===== config.mk =====
export PLATFORM = sky130hd
export DESIGN_NAME = soft_timer_bank
export DESIGN_NICKNAME = d
export VERILOG_FILES = /design/src/design/stb_pkg.sv /design/src/design/stb_cell.sv /design/src/design/stb_head.sv /design/src/design/soft_timer_bank.sv
export SDC_FILE = /design/constraint.sdc
export NUM_CORES = 1
export LEC_CHECK = 0
export BUFFER_PORTS_ARGS = -buffer_cell sky130_fd_sc_hd__buf_2
export CAP_MARGIN = 30
export CORE_MARGIN = 2
export CORE_UTILIZATION = 39
export DETAILED_ROUTE_END_ITERATION = 7
export GPL_ROUTABILITY_DRIVEN = 0
export PLACE_DENSITY = 0.65
export SYNTH_ARGS = -nofsm -noshare
export SYNTH_HDL_FRONTEND = slang
export SYNTH_SLANG_ARGS = --single-unit
export TNS_END_PERCENT = 1

===== constraint.sdc =====
create_clock -name i_clk -period 5.4 [get_ports i_clk]
set_input_delay 1.08 -clock i_clk [delete_from_list [all_inputs] [get_ports i_clk]]
set_output_delay 1.08 -clock i_clk [all_outputs]
set_load 0.01 [all_outputs]

===== src/design/stb_pkg.sv =====
// shared types and constants for the software timer bank
// no dependencies
package stb_pkg;

    typedef enum logic [1:0] {
        FUNC_TICK  = 2'd0,
        FUNC_START = 2'd1,
        FUNC_STOP  = 2'd2,
        FUNC_CHECK = 2'd3
    } t_func;

    localparam int ID_W       = 8;
    localparam int PERIOD_W   = 32;
    localparam int RUN_W      = 31;
    localparam logic [RUN_W-1:0] RUN_WRAP = 31'h7FFF_FFFF;

    localparam int IN_DATA_W  = 40;
    localparam int OUT_DATA_W = 32;

endpackage


===== src/design/stb_cell.sv =====
// one timer cell of the rotating ring: count and expired mark
// depends on nothing; instantiated by soft_timer_bank
module stb_cell #(
    parameter int COUNT_BITS = 32
) (
    input  logic                  i_clk,
    input  logic                  i_rst_n,
    input  logic                  i_shift,
    input  logic [COUNT_BITS-1:0] i_count,
    input  logic                  i_mark,
    output logic [COUNT_BITS-1:0] o_count,
    output logic                  o_mark
);

    logic [COUNT_BITS-1:0] r_count;
    logic                  r_mark;

    always_ff @(posedge i_clk) begin
        if (!i_rst_n) begin
            r_count <= '0;
            r_mark  <= 1'b0;
        end else if (i_shift) begin
            r_count <= i_count;
            r_mark  <= i_mark;
        end
    end

    assign o_count = r_count;
    assign o_mark  = r_mark;

endmodule


===== src/design/stb_head.sv =====
// head update: applies the current operation to the timer at the ring head
// depends on stb_pkg
module stb_head #(
    parameter int COUNT_BITS = 32,
    parameter int IDX_W      = 4
) (
    input  stb_pkg::t_func                i_func,
    input  logic [stb_pkg::ID_W-1:0]      i_timer_id,
    input  logic [stb_pkg::PERIOD_W-1:0]  i_period,
    input  logic [IDX_W-1:0]              i_step,
    input  logic [COUNT_BITS-1:0]         i_count,
    input  logic                          i_mark,
    output logic [COUNT_BITS-1:0]         o_count,
    output logic                          o_mark,
    output logic                          o_hit
);

    logic                  sel;
    logic [COUNT_BITS-1:0] dec;

    assign sel = (i_timer_id == stb_pkg::ID_W'(i_step));
    assign dec = i_count - COUNT_BITS'(1);

    always_comb begin
        o_count = i_count;
        o_mark  = i_mark;
        o_hit   = 1'b0;
        unique case (i_func)
            stb_pkg::FUNC_TICK: begin
                if (!i_mark && (i_count != '0)) begin
                    o_count = dec;
                    o_mark  = (dec == '0);
                end
            end
            stb_pkg::FUNC_START: begin
                if (sel) begin
                    o_count = COUNT_BITS'(i_period);
                    o_mark  = 1'b0;
                end
            end
            stb_pkg::FUNC_STOP: begin
                if (sel) begin
                    o_count = '0;
                    o_mark  = 1'b0;
                end
            end
            stb_pkg::FUNC_CHECK: begin
                if (sel) begin
                    o_hit  = i_mark;
                    o_mark = 1'b0;
                end
            end
            default: begin
                o_count = i_count;
            end
        endcase
    end

endmodule


===== src/design/soft_timer_bank.sv =====
// soft_timer_bank: one-shot countdown timers kept in a rotating ring of cells
// depends on stb_pkg, stb_cell, stb_head
// an accepted transaction sweeps the ring in ST_SWEEP, then ST_FINISH loads the result register
// a new transaction is accepted only in ST_IDLE, after the previous one has loaded its result
// the result register lets the next transaction enter while a result waits
// synchronous active-low reset clears all timers, marks and the run-time counter
module soft_timer_bank #(
    parameter int NUM_TIMERS = 16,
    parameter int COUNT_BITS = 32
) (
    input  logic                            i_clk,
    input  logic                            i_rst_n,
    input  logic                            i_s_tvalid,
    output logic                            o_s_tready,
    input  logic [stb_pkg::IN_DATA_W-1:0]   i_s_tdata,  // timer_id, period
    input  logic [1:0]                      i_s_tuser,  // func
    output logic                            o_m_tvalid,
    input  logic                            i_m_tready,
    output logic [stb_pkg::OUT_DATA_W-1:0]  o_m_tdata   // expired, run_time
);

    localparam int IDX_W = (NUM_TIMERS > 1) ? $clog2(NUM_TIMERS) : 1;

    typedef enum logic [2:0] {
        ST_IDLE   = 3'b001,
        ST_SWEEP  = 3'b010,
        ST_FINISH = 3'b100
    } t_state;

    t_state                        r_state, n_state;
    logic [IDX_W-1:0]              r_step, n_step;
    stb_pkg::t_func                r_func;
    logic [stb_pkg::ID_W-1:0]      r_id;
    logic [stb_pkg::PERIOD_W-1:0]  r_period;
    logic                          r_hit, n_hit;
    logic [stb_pkg::RUN_W-1:0]     r_run, n_run;
    logic                          r_out_valid, n_out_valid;
    logic                          r_out_expired;
    logic [stb_pkg::RUN_W-1:0]     r_out_run;

    logic                          accept;
    logic                          shift;
    logic                          out_load;
    logic [stb_pkg::RUN_W-1:0]     run_inc;

    logic [COUNT_BITS-1:0]         cell_count [NUM_TIMERS];
    logic                          cell_mark  [NUM_TIMERS];
    logic [COUNT_BITS-1:0]         head_count;
    logic                          head_mark;
    logic                          head_hit;

    assign o_s_tready = (r_state == ST_IDLE);
    assign accept     = i_s_tvalid && o_s_tready;
    assign shift      = (r_state == ST_SWEEP);
    assign out_load   = (r_state == ST_FINISH) && (!r_out_valid || i_m_tready);
    assign run_inc    = r_run + stb_pkg::RUN_W'(1);

    stb_head #(
        .COUNT_BITS (COUNT_BITS),
        .IDX_W      (IDX_W)
    ) u_head (
        .i_func     (r_func),
        .i_timer_id (r_id),
        .i_period   (r_period),
        .i_step     (r_step),
        .i_count    (cell_count[0]),
        .i_mark     (cell_mark[0]),
        .o_count    (head_count),
        .o_mark     (head_mark),
        .o_hit      (head_hit)
    );

    for (genvar k = 0; k < NUM_TIMERS; k++) begin : g_cell
        logic [COUNT_BITS-1:0] feed_count;
        logic                  feed_mark;
        if (k == NUM_TIMERS - 1) begin : g_tail
            assign feed_count = head_count;
            assign feed_mark  = head_mark;
        end else begin : g_mid
            assign feed_count = cell_count[k+1];
            assign feed_mark  = cell_mark[k+1];
        end
        stb_cell #(
            .COUNT_BITS (COUNT_BITS)
        ) u_cell (
            .i_clk   (i_clk),
            .i_rst_n (i_rst_n),
            .i_shift (shift),
            .i_count (feed_count),
            .i_mark  (feed_mark),
            .o_count (cell_count[k]),
            .o_mark  (cell_mark[k])
        );
    end

    always_comb begin
        n_state     = r_state;
        n_step      = r_step;
        n_hit       = r_hit;
        n_run       = r_run;
        n_out_valid = r_out_valid;
        if (r_out_valid && i_m_tready) begin
            n_out_valid = 1'b0;
        end
        unique case (r_state)
            ST_IDLE: begin
                if (accept) begin
                    n_state = ST_SWEEP;
                    n_step  = '0;
                    n_hit   = 1'b0;
                    if (stb_pkg::t_func'(i_s_tuser) == stb_pkg::FUNC_TICK) begin
                        n_run = (run_inc == stb_pkg::RUN_WRAP) ? '0 : run_inc;
                    end
                end
            end
            ST_SWEEP: begin
                n_hit  = r_hit | head_hit;
                n_step = r_step + IDX_W'(1);
                if (r_step == IDX_W'(NUM_TIMERS - 1)) begin
                    n_state = ST_FINISH;
                end
            end
            ST_FINISH: begin
                if (out_load) begin
                    n_out_valid = 1'b1;
                    n_state     = ST_IDLE;
                end
            end
            default: begin
                n_state = ST_IDLE;
            end
        endcase
    end

    always_ff @(posedge i_clk) begin
        if (!i_rst_n) begin
            r_state     <= ST_IDLE;
            r_step      <= '0;
            r_hit       <= 1'b0;
            r_run       <= '0;
            r_out_valid <= 1'b0;
        end else begin
            r_state     <= n_state;
            r_step      <= n_step;
            r_hit       <= n_hit;
            r_run       <= n_run;
            r_out_valid <= n_out_valid;
        end
    end

    always_ff @(posedge i_clk) begin
        if (accept) begin
            r_func   <= stb_pkg::t_func'(i_s_tuser);
            r_id     <= i_s_tdata[stb_pkg::ID_W-1:0];
            r_period <= i_s_tdata[stb_pkg::ID_W +: stb_pkg::PERIOD_W];
        end
        if (out_load) begin
            r_out_expired <= r_hit;
            r_out_run     <= r_run;
        end
    end

    assign o_m_tvalid = r_out_valid;
    assign o_m_tdata  = {r_out_run, r_out_expired};

endmodule

==> results.txt, run 1 <==
Outcome: finished, final reports clean
Final Cycle Share: 63.7%
First-pass GRT wire length: 84,100 um
Synth top cells by count: nand2_1 (1,056), dfxtp_1 (568), a21boi_0 (504), clkbuf_1 (215), edfxtp_1 (74)
Clk Latency, worst-skew pair: 630 ps
Place WS: 1960 ps
Avg WL per Cell: 13.3 um
Max-Cap Viols: 0
Critical path class: reg2reg
Filler Cells Inserted: 6,380
Die W: 259 um
CP startpoint kind: flip-flop
Path category of the worst min-delay check: reg2reg
Skew final: 29.8 ps
Antenna violations before repair: 0
Post-Syn Nets: 2,970
Syn_area_per_cell: 8.66 um^2
Grt ovf: 0
Root Driver: clkbuf_16
Top cells by area, synth: dfxtp_1 (45%), nand2_1 (16%), a21boi_0 (15%)
Die Y: 259 um
Ant. Diodes: 0
Setup violations, final: 0
P per Cell Area: 358 nW/um^2
Number of synthesized flops with an enable pin: 74
Mapped Area: 25,300 um^2
DRC: 0
Vias in the first global route: 16,600
Synth-to-layout area growth: 11.5%
Area leader, netlist: dfxtp_1
Vias per cell: 4.91
# resized after CTS: 0
Post-DP HPWL: 28,800 um
Total length of routed wires: 50,000 um
Fin crit period: 3440 ps
# hold bufs at CTS: 0
Slew HR: 25.3%
Initial core utilization: 39.3%
Synth top area share: 45.0%
# IOs: 80
Critical path arrival: 3970 ps
Synthesis Warnings: 0
Highest clock rate: 291 MHz
Nets: 2,901
Final WS setup: 1960 ps
Leak: 8.98 nW
CTS H-tree depth: 2
CTS tree: done
Port Buffers: 79
Final setup TNS: 0 ps
Worst-Margin Slew: 1120 ps
Wire length on met1: 25,200 um
Fraction of layout cells with a size suffix above 1: 7.18%
Yosys cell types: 67
Top Metal Used: met4
Largest net degree at the start of global routing: 260
RSZ-0062 raised after global routing: no
Synth Register Bits: 642
# rows: 93
Met2 WL: 21,700 um
Crit path required time: 5930 ps
Metal3 WL: 1870 um
Post-CTS Setup Inserts: 0
Peak VDD IR: 0.208 mV
Ys flop type: dfxtp_1
Critical Path Sink Type: flip-flop
Via count: 18,400
CTS Buf Count: 61
Clock sink total: 642
Total GRT Usage: 14.7%
DRT Pass-1 Iters: 5
Die ar.: 66,800 um^2
Seq/Total Area, Yosys: 53.8%
Final Hold Viols: 0
Async S/R FF share, synth: 0%
Drt initial violations: 1,505
Number of routed nets with antenna violations: 0
Core area: 64,200 um^2
Critical path peak fanout: 10
Most frequent cell after synthesis: nand2_1
Max Slew Vio Count: 0
Clk slew on worst S/H paths: 70 ps
Max Root-Sink Buffers: 3
Syn Inst Count: 2,918
power breakdown:
part,switching [mW],internal (mW)
clock network,1.79,2.55
logic,0.517,0.167
registers,0.0927,4.96
cells in the final DEF (no fill, tap or decap), types with 4 or more instances in the layout:
cell	synthesis	routed
a211oi_1	7	7
a21boi_0	504	504
a21oi_1	50	50
a221oi_1	19	19
a31oi_1	26	26
and2_1	6	5
and3_1	8	8
buf_12	0	8
buf_2	5	78
buf_4	1	9
bufinv_16	0	5
clkbuf_1	215	19
clkbuf_16	0	62
clkbuf_8	0	15
clkinv_2	0	4
dfxtp_1	568	568
edfxtp_1	74	74
ha_1	6	6
inv_1	27	26
mux2i_1	7	6
nand2_1	1056	1055
nand3_1	31	31
nand3b_1	5	5
nand4_1	7	7
nor2_1	41	40
nor2b_1	6	6
nor3_1	29	28
nor4_1	19	19
o21a_1	5	5
o21ai_0	65	65
o22ai_1	6	6
or2_2	6	6
or3_1	16	16
or4_1	12	12
xnor2_1	15	15
xor2_1	15	15
metrics by stage:
| stage | utilization (%) | cell area [um^2] | hold slack, ps | total power [mW] | cells |
|---|---|---|---|---|---|
| after global placement | 40.6 | 26100 | 419 | 5.84 | 3640 |
| final | 43.8 | 28200 | 444 | 10.1 | 3752 |
| after floorplan | - | 25300 | 403 | 5.60 | 2918 |
| after detailed placement | 40.6 | 26100 | 429 | 5.84 | 3640 |
| after CTS | 43.8 | 28100 | 443 | 10.2 | 3751 |
| after global routing | 43.8 | 28200 | 456 | 10.5 | 3752 |
metal layers:
metal  track usage, %  up-vias
met3             2.30       79
met1             21.2     8448
met5                0        -
li1                 -     9614
met2             22.3      273
met4             4.72        0
path summary, 6_finish.rpt:
kind                                            start                               endpoint  slack, ps  depth (start not counted)
max          g_cell[0].u_cell.o_count[0]$_SDFFE_PN0P_  g_cell[15].u_cell.o_mark$_SDFFE_PN0P_       1960                          9
max reg2reg  g_cell[0].u_cell.o_count[0]$_SDFFE_PN0P_  g_cell[15].u_cell.o_mark$_SDFFE_PN0P_       1960                          9
min                                r_hit$_SDFFE_PN0P_                r_out_expired$_DFFE_PP_        440                          0
min reg2reg                        r_hit$_SDFFE_PN0P_                r_out_expired$_DFFE_PP_        440                          0
critical path, cell delays in order, from the launching register on:
cell and delay, ps:
dfxtp_1 370, inv_1 130, ha_1 250, or4b_1 640, or2_2 420, or3_1 350
nor4_1 260, xor2_1 140, or4_1 510, o41ai_1 300
sequential cells by signal, summed over array words and instances (netlist names), 2 cells and up:
signal / cells
g_cell.u_cell.o_mark: 16
r_state: 3
r_func: 2
r_step: 4
r_out_run: 31
g_cell.u_cell.o_count: 512
r_run: 31
r_id: 8
r_period: 32
kinds of logic after synthesis:
logic type | count (synthesis) | synth area share (%)
AOI/OAI and AO/OA | 713 | 20.1
xor gates and xnor gates | 30 | 1.04
adders and majority gates | 6 | 0.297
buffers and inverters | 255 | 3.89
DFF | 642 | 53.8
muxes | 7 | 0.277
and+or+nand+nor | 1265 | 20.6
final cells by class:
cell class	count	area (um^2)	area share, %
multi-input combinational	2021	10700	38.1
sequential	642	13600	48.3
timing repair buffer	96	633	2.25
inverter	27	101	0.360
tap	855	1070	3.80
clock inverter	15	218	0.773
clock buffer	96	1830	6.50
No activity file was read; power rests on OpenSTA's default activity.
==> inputs of run 2 (changes only) <==
--- a/config.mk
+++ b/config.mk
@@ -11,7 +11,7 @@
 export CORE_UTILIZATION = 39
 export DETAILED_ROUTE_END_ITERATION = 7
 export GPL_ROUTABILITY_DRIVEN = 0
-export PLACE_DENSITY = 0.65
+export PLACE_DENSITY = 0.67
 export SYNTH_ARGS = -nofsm -noshare
 export SYNTH_HDL_FRONTEND = slang
 export SYNTH_SLANG_ARGS = --single-unit
==> constraint.sdc (replaced) <==
create_clock -name i_clk -period 3 [get_ports i_clk]
set_input_delay 0.6 -clock i_clk [delete_from_list [all_inputs] [get_ports i_clk]]
set_output_delay 0.6 -clock i_clk [all_outputs]
set_load 0.01 [all_outputs]
==> run 2 against run 1 <==
Compared with the run above: clock power is 94% higher; final area is 4.2% higher; via count is 4.0% higher; die area stayed put; first-iteration DRC count is 6.4% lower; worst hold slack worse by 270 ps; count of clock-buffer cells in the layout is 2 higher; largest cell class unchanged.
==> results.txt, run 2 (synthesized netlist as in run 1, its figures left out) <==
CP cell instances: ha_1 > nand3_2 > nor4_4 > xnor2_1 > or4_1 > or4_4 > buf_4 > a31oi_1 > mux2i_1 (was inv_1 > ha_1 > or4b_1 > or2_2 > or3_1 > nor4_1 > xor2_1 > or4_1 > o41ai_1)
Critical path peak fanout: 15 (was 10)
Outcome: finished, final reports clean (unchanged)
Antenna violations before repair: 2 (was 0)
Final Hold Viols: 0 (unchanged)
Synth-to-layout area growth: 16.2% (was 11.5%)
Setup violations, final: 0 (unchanged)
Max-Cap Viols: 0 (unchanged)
Critical path class: reg2reg (unchanged)
CTS Buf Count: 67 (was 61)
Hold depth: 1 (was 0)
DRC: 0 (unchanged)
Max Slew Vio Count: 0 (unchanged)
Highest clock rate: 350 MHz (was 291 MHz)
Slowest-stage cell, CP: or4_4 (was or4b_1)
Slew HR: 44.9% (was 25.3%)
Core Util, Final: 45.7% (was 43.8%)
Clock sink total: 642 (unchanged)
Worst hold path startpoint: i_s_tdata[12] (was r_hit$_SDFFE_PN0P_)
Vias in the first global route: 17,700 (was 16,600)
Reg2reg end: r_run[25]$_SDFFE_PN0P_ (was g_cell[15].u_cell.o_mark$_SDFFE_PN0P_)
Final setup TNS: 0 ps (unchanged)
Max Root-Sink Buffers: 3 (unchanged)
Root Driver: clkbuf_16 (unchanged)
Skew final: 19.5 ps (was 29.8 ps)
# rows: 93 (unchanged)
Max reg flops: 512 (unchanged)
Peak VDD IR: 0.358 mV (was 0.208 mV)
CP startpoint kind: flip-flop (unchanged)
Initial core utilization: 39.3% (unchanged)
# IOs: 80 (unchanged)
RSZ-0062 raised after global routing: yes (was no)
Worst r2r path cells: 9 (unchanged)
# hold bufs at CTS: 0 (unchanged)
CTS H-tree depth: 3 (was 2)
Fin crit period: 2860 ps (was 3440 ps)
Crit-path max cell delay: 660 ps (was 640 ps)
Number of routed nets with antenna violations: 0 (unchanged)
Total GRT Usage: 15.6% (was 14.7%)
First-pass GRT wire length: 88,300 um (was 84,100 um)
Critical Path Start: r_run[1]$_SDFFE_PN0P_ (was g_cell[0].u_cell.o_count[0]$_SDFFE_PN0P_)
Drt initial violations: 1,409 (was 1,505)
Critical path arrival: 3340 ps (was 3970 ps)
Avg WL per Cell: 13.5 um (was 13.3 um)
Crit path required time: 3480 ps (was 5930 ps)
Die Y: 259 um (unchanged)
Family with the most delay on the worst path: simple AND/OR/NAND/NOR gates (unchanged)
Die ar.: 66,800 um^2 (unchanged)
Die W: 259 um (unchanged)
Nets: 3,008 (was 2,901)
Clk Latency, worst-skew pair: 610 ps (was 630 ps)
Clk slew on worst S/H paths: 60 ps (was 70 ps)
Path category of the worst min-delay check: in2reg (was reg2reg)
Tot Pwr: 18.8 mW (was 10.1 mW)
Critical Path Sink Type: flip-flop (unchanged)
Largest net degree at the start of global routing: 175 (was 260)
Grt ovf: 0 (unchanged)
Worst-Margin Slew: 827 ps (was 1120 ps)
Most common cell after layout, fill and taps aside: nand2_1 (unchanged)
Leak: 9.68 nW (was 8.98 nW)
Buf+Inv Stages, Crit Path: 1 (unchanged)
P per Cell Area: 642 nW/um^2 (was 358 nW/um^2)
Final WS setup: 142 ps (was 1960 ps)
Final Cycle Share: 95.3% (was 63.7%)
Most frequent cells in the layout: nand2_1 (1,055), dfxtp_1 (567), a21boi_0 (504), buf_4 (101), buf_2 (78) (was nand2_1 (1,055), dfxtp_1 (568), a21boi_0 (504), buf_2 (78), edfxtp_1 (74))
Post-DP HPWL: 31,300 um (was 28,800 um)
Core area: 64,200 um^2 (unchanged)
Port Buffers: 79 (unchanged)
Place WS: 74.3 ps (was 1960 ps)
Worst Hold End: r_period[4]$_DFFE_PP_ (was r_out_expired$_DFFE_PP_)
Via count: 19,100 (was 18,400)
Total length of routed wires: 52,200 um (was 50,000 um)
Vias per cell: 4.95 (was 4.91)
R2r setup slk: 140 ps (was 1960 ps)
Worst reg2reg path startpoint: r_run[1]$_SDFFE_PN0P_ (was g_cell[0].u_cell.o_count[0]$_SDFFE_PN0P_)
CTS tree: done (unchanged)
Fraction of layout cells with a size suffix above 1: 11.3% (was 7.18%)
DRT Pass-1 Iters: 5 (unchanged)
## run 2: metrics by stage
stage,hold WS [ps],cell area [um^2],instances
CTS,133,29200,3862
global placement,432,27000,3741
global route,134,29400,3865
floorplan,403,25300,2918
finish,173,29400,3865
detailed placement,426,27000,3741
## run 2: how the worst max path moves through the flow
stage          slack, ps  cells after the start                                    end
2_1_floorplan       -200                     11  g_cell[15].u_cell.o_mark$_SDFFE_PN0P_
3_3_place_gp          60                      9  g_cell[15].u_cell.o_mark$_SDFFE_PN0P_
3_5_place_dp          70                      9                 r_run[16]$_SDFFE_PN0P_
4_1_cts               50                      8  g_cell[15].u_cell.o_mark$_SDFFE_PN0P_
5_1_grt              -50                      9  g_cell[15].u_cell.o_mark$_SDFFE_PN0P_
6_report             140                      9                 r_run[25]$_SDFFE_PN0P_
## run 2: what timing repair did
action	4_1_cts	5_1_grt
endpoints found under the hold margin	0	0
endpoints found under the setup margin	0	32
gates resized for setup	0	22
buffers inserted	0	1
## run 2: layer usage
layer  global-route usage [%]  up-vias  wire length [um]
li1                         -     9820                 -
met1                     21.9     8939             25500
met2                     24.0      290             23300
met3                     2.89       93              2180
met4                     5.46        0              1260
met5                        0        -                 0
## run 2: area by class of cell
cell class	instances	area [um^2]
Antenna cell	2	5.00
Tap cell	855	1070
Sequential cell	642	13600
Fill cell	6308	34900
Multi-Input combinational cell	2021	10800
Timing Repair Buffer	197	1500
Inverter	27	101
Clock buffer	98	1950
Clock inverter	23	304
## run 2: worst register-to-register path: cells and delay by family, from the launching register on
family / cells / cell delay (ps)
mux: 1 / 90
buf+inv: 1 / 210
simple gates: 4 / 1610
fa+ha+maj: 1 / 210
compound gates: 1 / 160
xor+xnor: 1 / 90
flops: 1 / 380
## run 2: power by group
group	switching (mW)	internal, mW
combinational	0.967	0.367
sequential	0.151	8.92
clock	3.38	5.05
==> inputs of run 3 (changes only) <==
--- a/config.mk
+++ b/config.mk
@@ -7,11 +7,13 @@
 export LEC_CHECK = 0
 export BUFFER_PORTS_ARGS = -buffer_cell sky130_fd_sc_hd__buf_2
 export CAP_MARGIN = 30
+export CORE_ASPECT_RATIO = 0.7
 export CORE_MARGIN = 2
 export CORE_UTILIZATION = 39
 export DETAILED_ROUTE_END_ITERATION = 7
 export GPL_ROUTABILITY_DRIVEN = 0
 export PLACE_DENSITY = 0.67
+export SETUP_SLACK_MARGIN = 0.3
 export SYNTH_ARGS = -nofsm -noshare
 export SYNTH_HDL_FRONTEND = slang
 export SYNTH_SLANG_ARGS = --single-unit
==> run 3 against run 2 <==
Compared with the run above: die area about the same; sequential cell count unchanged; worst setup slack got worse by 77 ps; final area decreased by 0.25%; routed wire length increased by 5.9%; maximum frequency decreased by 2.6%; global-route usage increased by 0.38 points; sequential share of layout area increased by 0.17 points; sequential power about the same; highest routed layer unchanged.
==> results.txt, run 3 (synthesized netlist as in run 1, its figures left out) <==
Grt ovf: 0 (unchanged)
Via count: 19,300 (was 19,100)
Worst r2r path cells: 11 (was 9)
CTS tree: done (unchanged)
Nets: 3,010 (was 3,008)
Post-DP HPWL: 33,100 um (was 31,300 um)
Crit path required time: 3480 ps (about the same)
Root Driver: clkbuf_16 (unchanged)
Hold depth: 1 (unchanged)
Max reg flops: 512 (unchanged)
Clk slew on worst S/H paths: 70 ps (was 60 ps)
Path category of the worst min-delay check: in2reg (unchanged)
Vias per cell: 5.02 (was 4.95)
CP startpoint kind: flip-flop (unchanged)
Tot Pwr: 17.7 mW (was 18.8 mW)
Highest clock rate: 341 MHz (was 350 MHz)
Fraction of layout cells with a size suffix above 1: 12.2% (was 11.3%)
Critical path peak fanout: 7 (was 15)
Setup violations, final: 0 (unchanged)
Die ar.: 66,900 um^2 (was 66,800 um^2)
Most common cell after layout, fill and taps aside: nand2_1 (unchanged)
Skew final: 35.8 ps (was 19.5 ps)
Crit-path max cell delay: 650 ps (was 660 ps)
DRC: 0 (unchanged)
Slew HR: 32.1% (was 44.9%)
Most frequent cells in the layout: nand2_1 (1,055), dfxtp_1 (559), a21boi_0 (504), buf_4 (107), buf_2 (78) (was nand2_1 (1,055), dfxtp_1 (567), a21boi_0 (504), buf_4 (101), buf_2 (78))
# IOs: 80 (unchanged)
Max-Cap Viols: 0 (unchanged)
Outcome: finished, final reports clean (unchanged)
Final WS setup: 65.1 ps (was 142 ps)
Slowest-stage cell, CP: or4_4 (unchanged)
Leak: 9.64 nW (was 9.68 nW)
Initial core utilization: 39.2% (was 39.3%)
Avg WL per Cell: 14.4 um (was 13.5 um)
# rows: 78 (was 93)
# hold bufs at CTS: 0 (unchanged)
CTS Buf Count: 56 (was 67)
Antenna violations before repair: 4 (was 2)
Total GRT Usage: 16.0% (was 15.6%)
Filler Cells Inserted: 6,225 (was 6,308)
Final Hold Viols: 0 (unchanged)
Critical path arrival: 3420 ps (was 3340 ps)
Core area: 64,400 um^2 (was 64,200 um^2)
Final setup TNS: 0 ps (unchanged)
DRT Pass-1 Iters: 5 (unchanged)
Place WS: -101 ps (was 74.3 ps)
Peak VDD IR: 0.534 mV (was 0.358 mV)
Drt initial violations: 1,643 (was 1,409)
Synth-to-layout area growth: 15.9% (was 16.2%)
Die W: 308 um (was 259 um)
Clock sink total: 642 (unchanged)
Max Slew Vio Count: 0 (unchanged)
Most used cell along the critical path: buf_4
Port Buffers: 79 (unchanged)
Vias in the first global route: 17,600 (was 17,700)
Largest net degree at the start of global routing: 275 (was 175)
RSZ-0062 raised after global routing: yes (unchanged)
Worst-Margin Slew: 1020 ps (was 827 ps)
Final Cycle Share: 97.8% (was 95.3%)
Fin crit period: 2930 ps (was 2860 ps)
Critical Path Sink Type: flip-flop (unchanged)
CTS H-tree depth: 2 (was 3)
P per Cell Area: 606 nW/um^2 (was 642 nW/um^2)
Max Root-Sink Buffers: 3 (unchanged)
Total length of routed wires: 55,300 um (was 52,200 um)
Clk Latency, worst-skew pair: 630 ps (was 610 ps)
Number of routed nets with antenna violations: 0 (unchanged)
CP cell instances: ha_1 > nand3_4 > buf_4 > nor4_1 > buf_4 > a21boi_0 > o221ai_2 > or4_4 > buf_4 > a31oi_1 > o22ai_1 (was ha_1 > nand3_2 > nor4_4 > xnor2_1 > or4_1 > or4_4 > buf_4 > a31oi_1 > mux2i_1)
First-pass GRT wire length: 90,000 um (was 88,300 um)
Critical path class: reg2reg (unchanged)
Die Y: 217 um (was 259 um)
run 3: cell type report:
class,instances,area [um^2],share of cell area [%]
timing repair buffer,208,1610,5.51
multi-input combinational,2023,11000,37.7
tap,840,1050,3.59
sequential,642,13600,46.5
clock inverter,20,220,0.752
clock buffer,81,1650,5.63
antenna,4,10.0,0.0342
inverter,27,101,0.346
run 3: routing by layer:
| metal | vias to the layer above | wire, um | global-route usage (%) |
|---|---|---|---|
| met4 | 0 | 966 | 3.74 |
| met1 | 8970 | 28500 | 24.7 |
| met5 | - | 0 | 0 |
| li1 | 9832 | - | - |
| met2 | 423 | 22300 | 22.4 |
| met3 | 65 | 3560 | 3.42 |
run 3: power breakdown:
part | switching (mW) | internal, mW
Clock | 3.25 | 4.10
Sequential | 0.143 | 8.92
Combinational | 0.963 | 0.376
Total | 4.36 | 13.4
run 3: stage by stage:
step / utilization, % / instance area (um^2) / hold slack, ps / instances
after floorplan: - / 25300 / 403 / 2918
after global placement: 41.8 / 26900 / 450 / 3722
after detailed placement: 41.8 / 26900 / 455 / 3723
after CTS: 45.1 / 29100 / 120 / 3836
after global routing: 45.5 / 29300 / 105 / 3844
final: 45.5 / 29300 / 144 / 3845
run 3: timing repair:
| action | CTS | global route |
|---|---|---|
| setup buffers | 9 | 5 |
| gates resized for setup | 37 | 39 |
| gates cloned | 3 | 0 |
| setup endpoints to repair | 63 | 64 |
| pin swaps | 12 | 12 |
run 3: worst paths after layout:
kind,from,end,slack (ps)
min,i_s_tdata[13],r_period[5]$_DFFE_PP_,140
min reg2reg,g_cell[2].u_cell.o_count[22]$_SDFFE_PN0P_,g_cell[1].u_cell.o_count[22]$_SDFFE_PN0P_,440
max,r_run[0]$_SDFFE_PN0P_,r_run[24]$_SDFFE_PN0P_,70
max reg2reg,r_run[0]$_SDFFE_PN0P_,r_run[24]$_SDFFE_PN0P_,70
run 3: critical path, delay by kind of cell (launching register included):
kind / cells / cell delay [ps]
AOI/OAI and AO/OA: 4 / 840
adders and majority gates: 1 / 240
buffers and inverters: 3 / 510
DFF: 1 / 360
and+or+nand+nor: 3 / 850
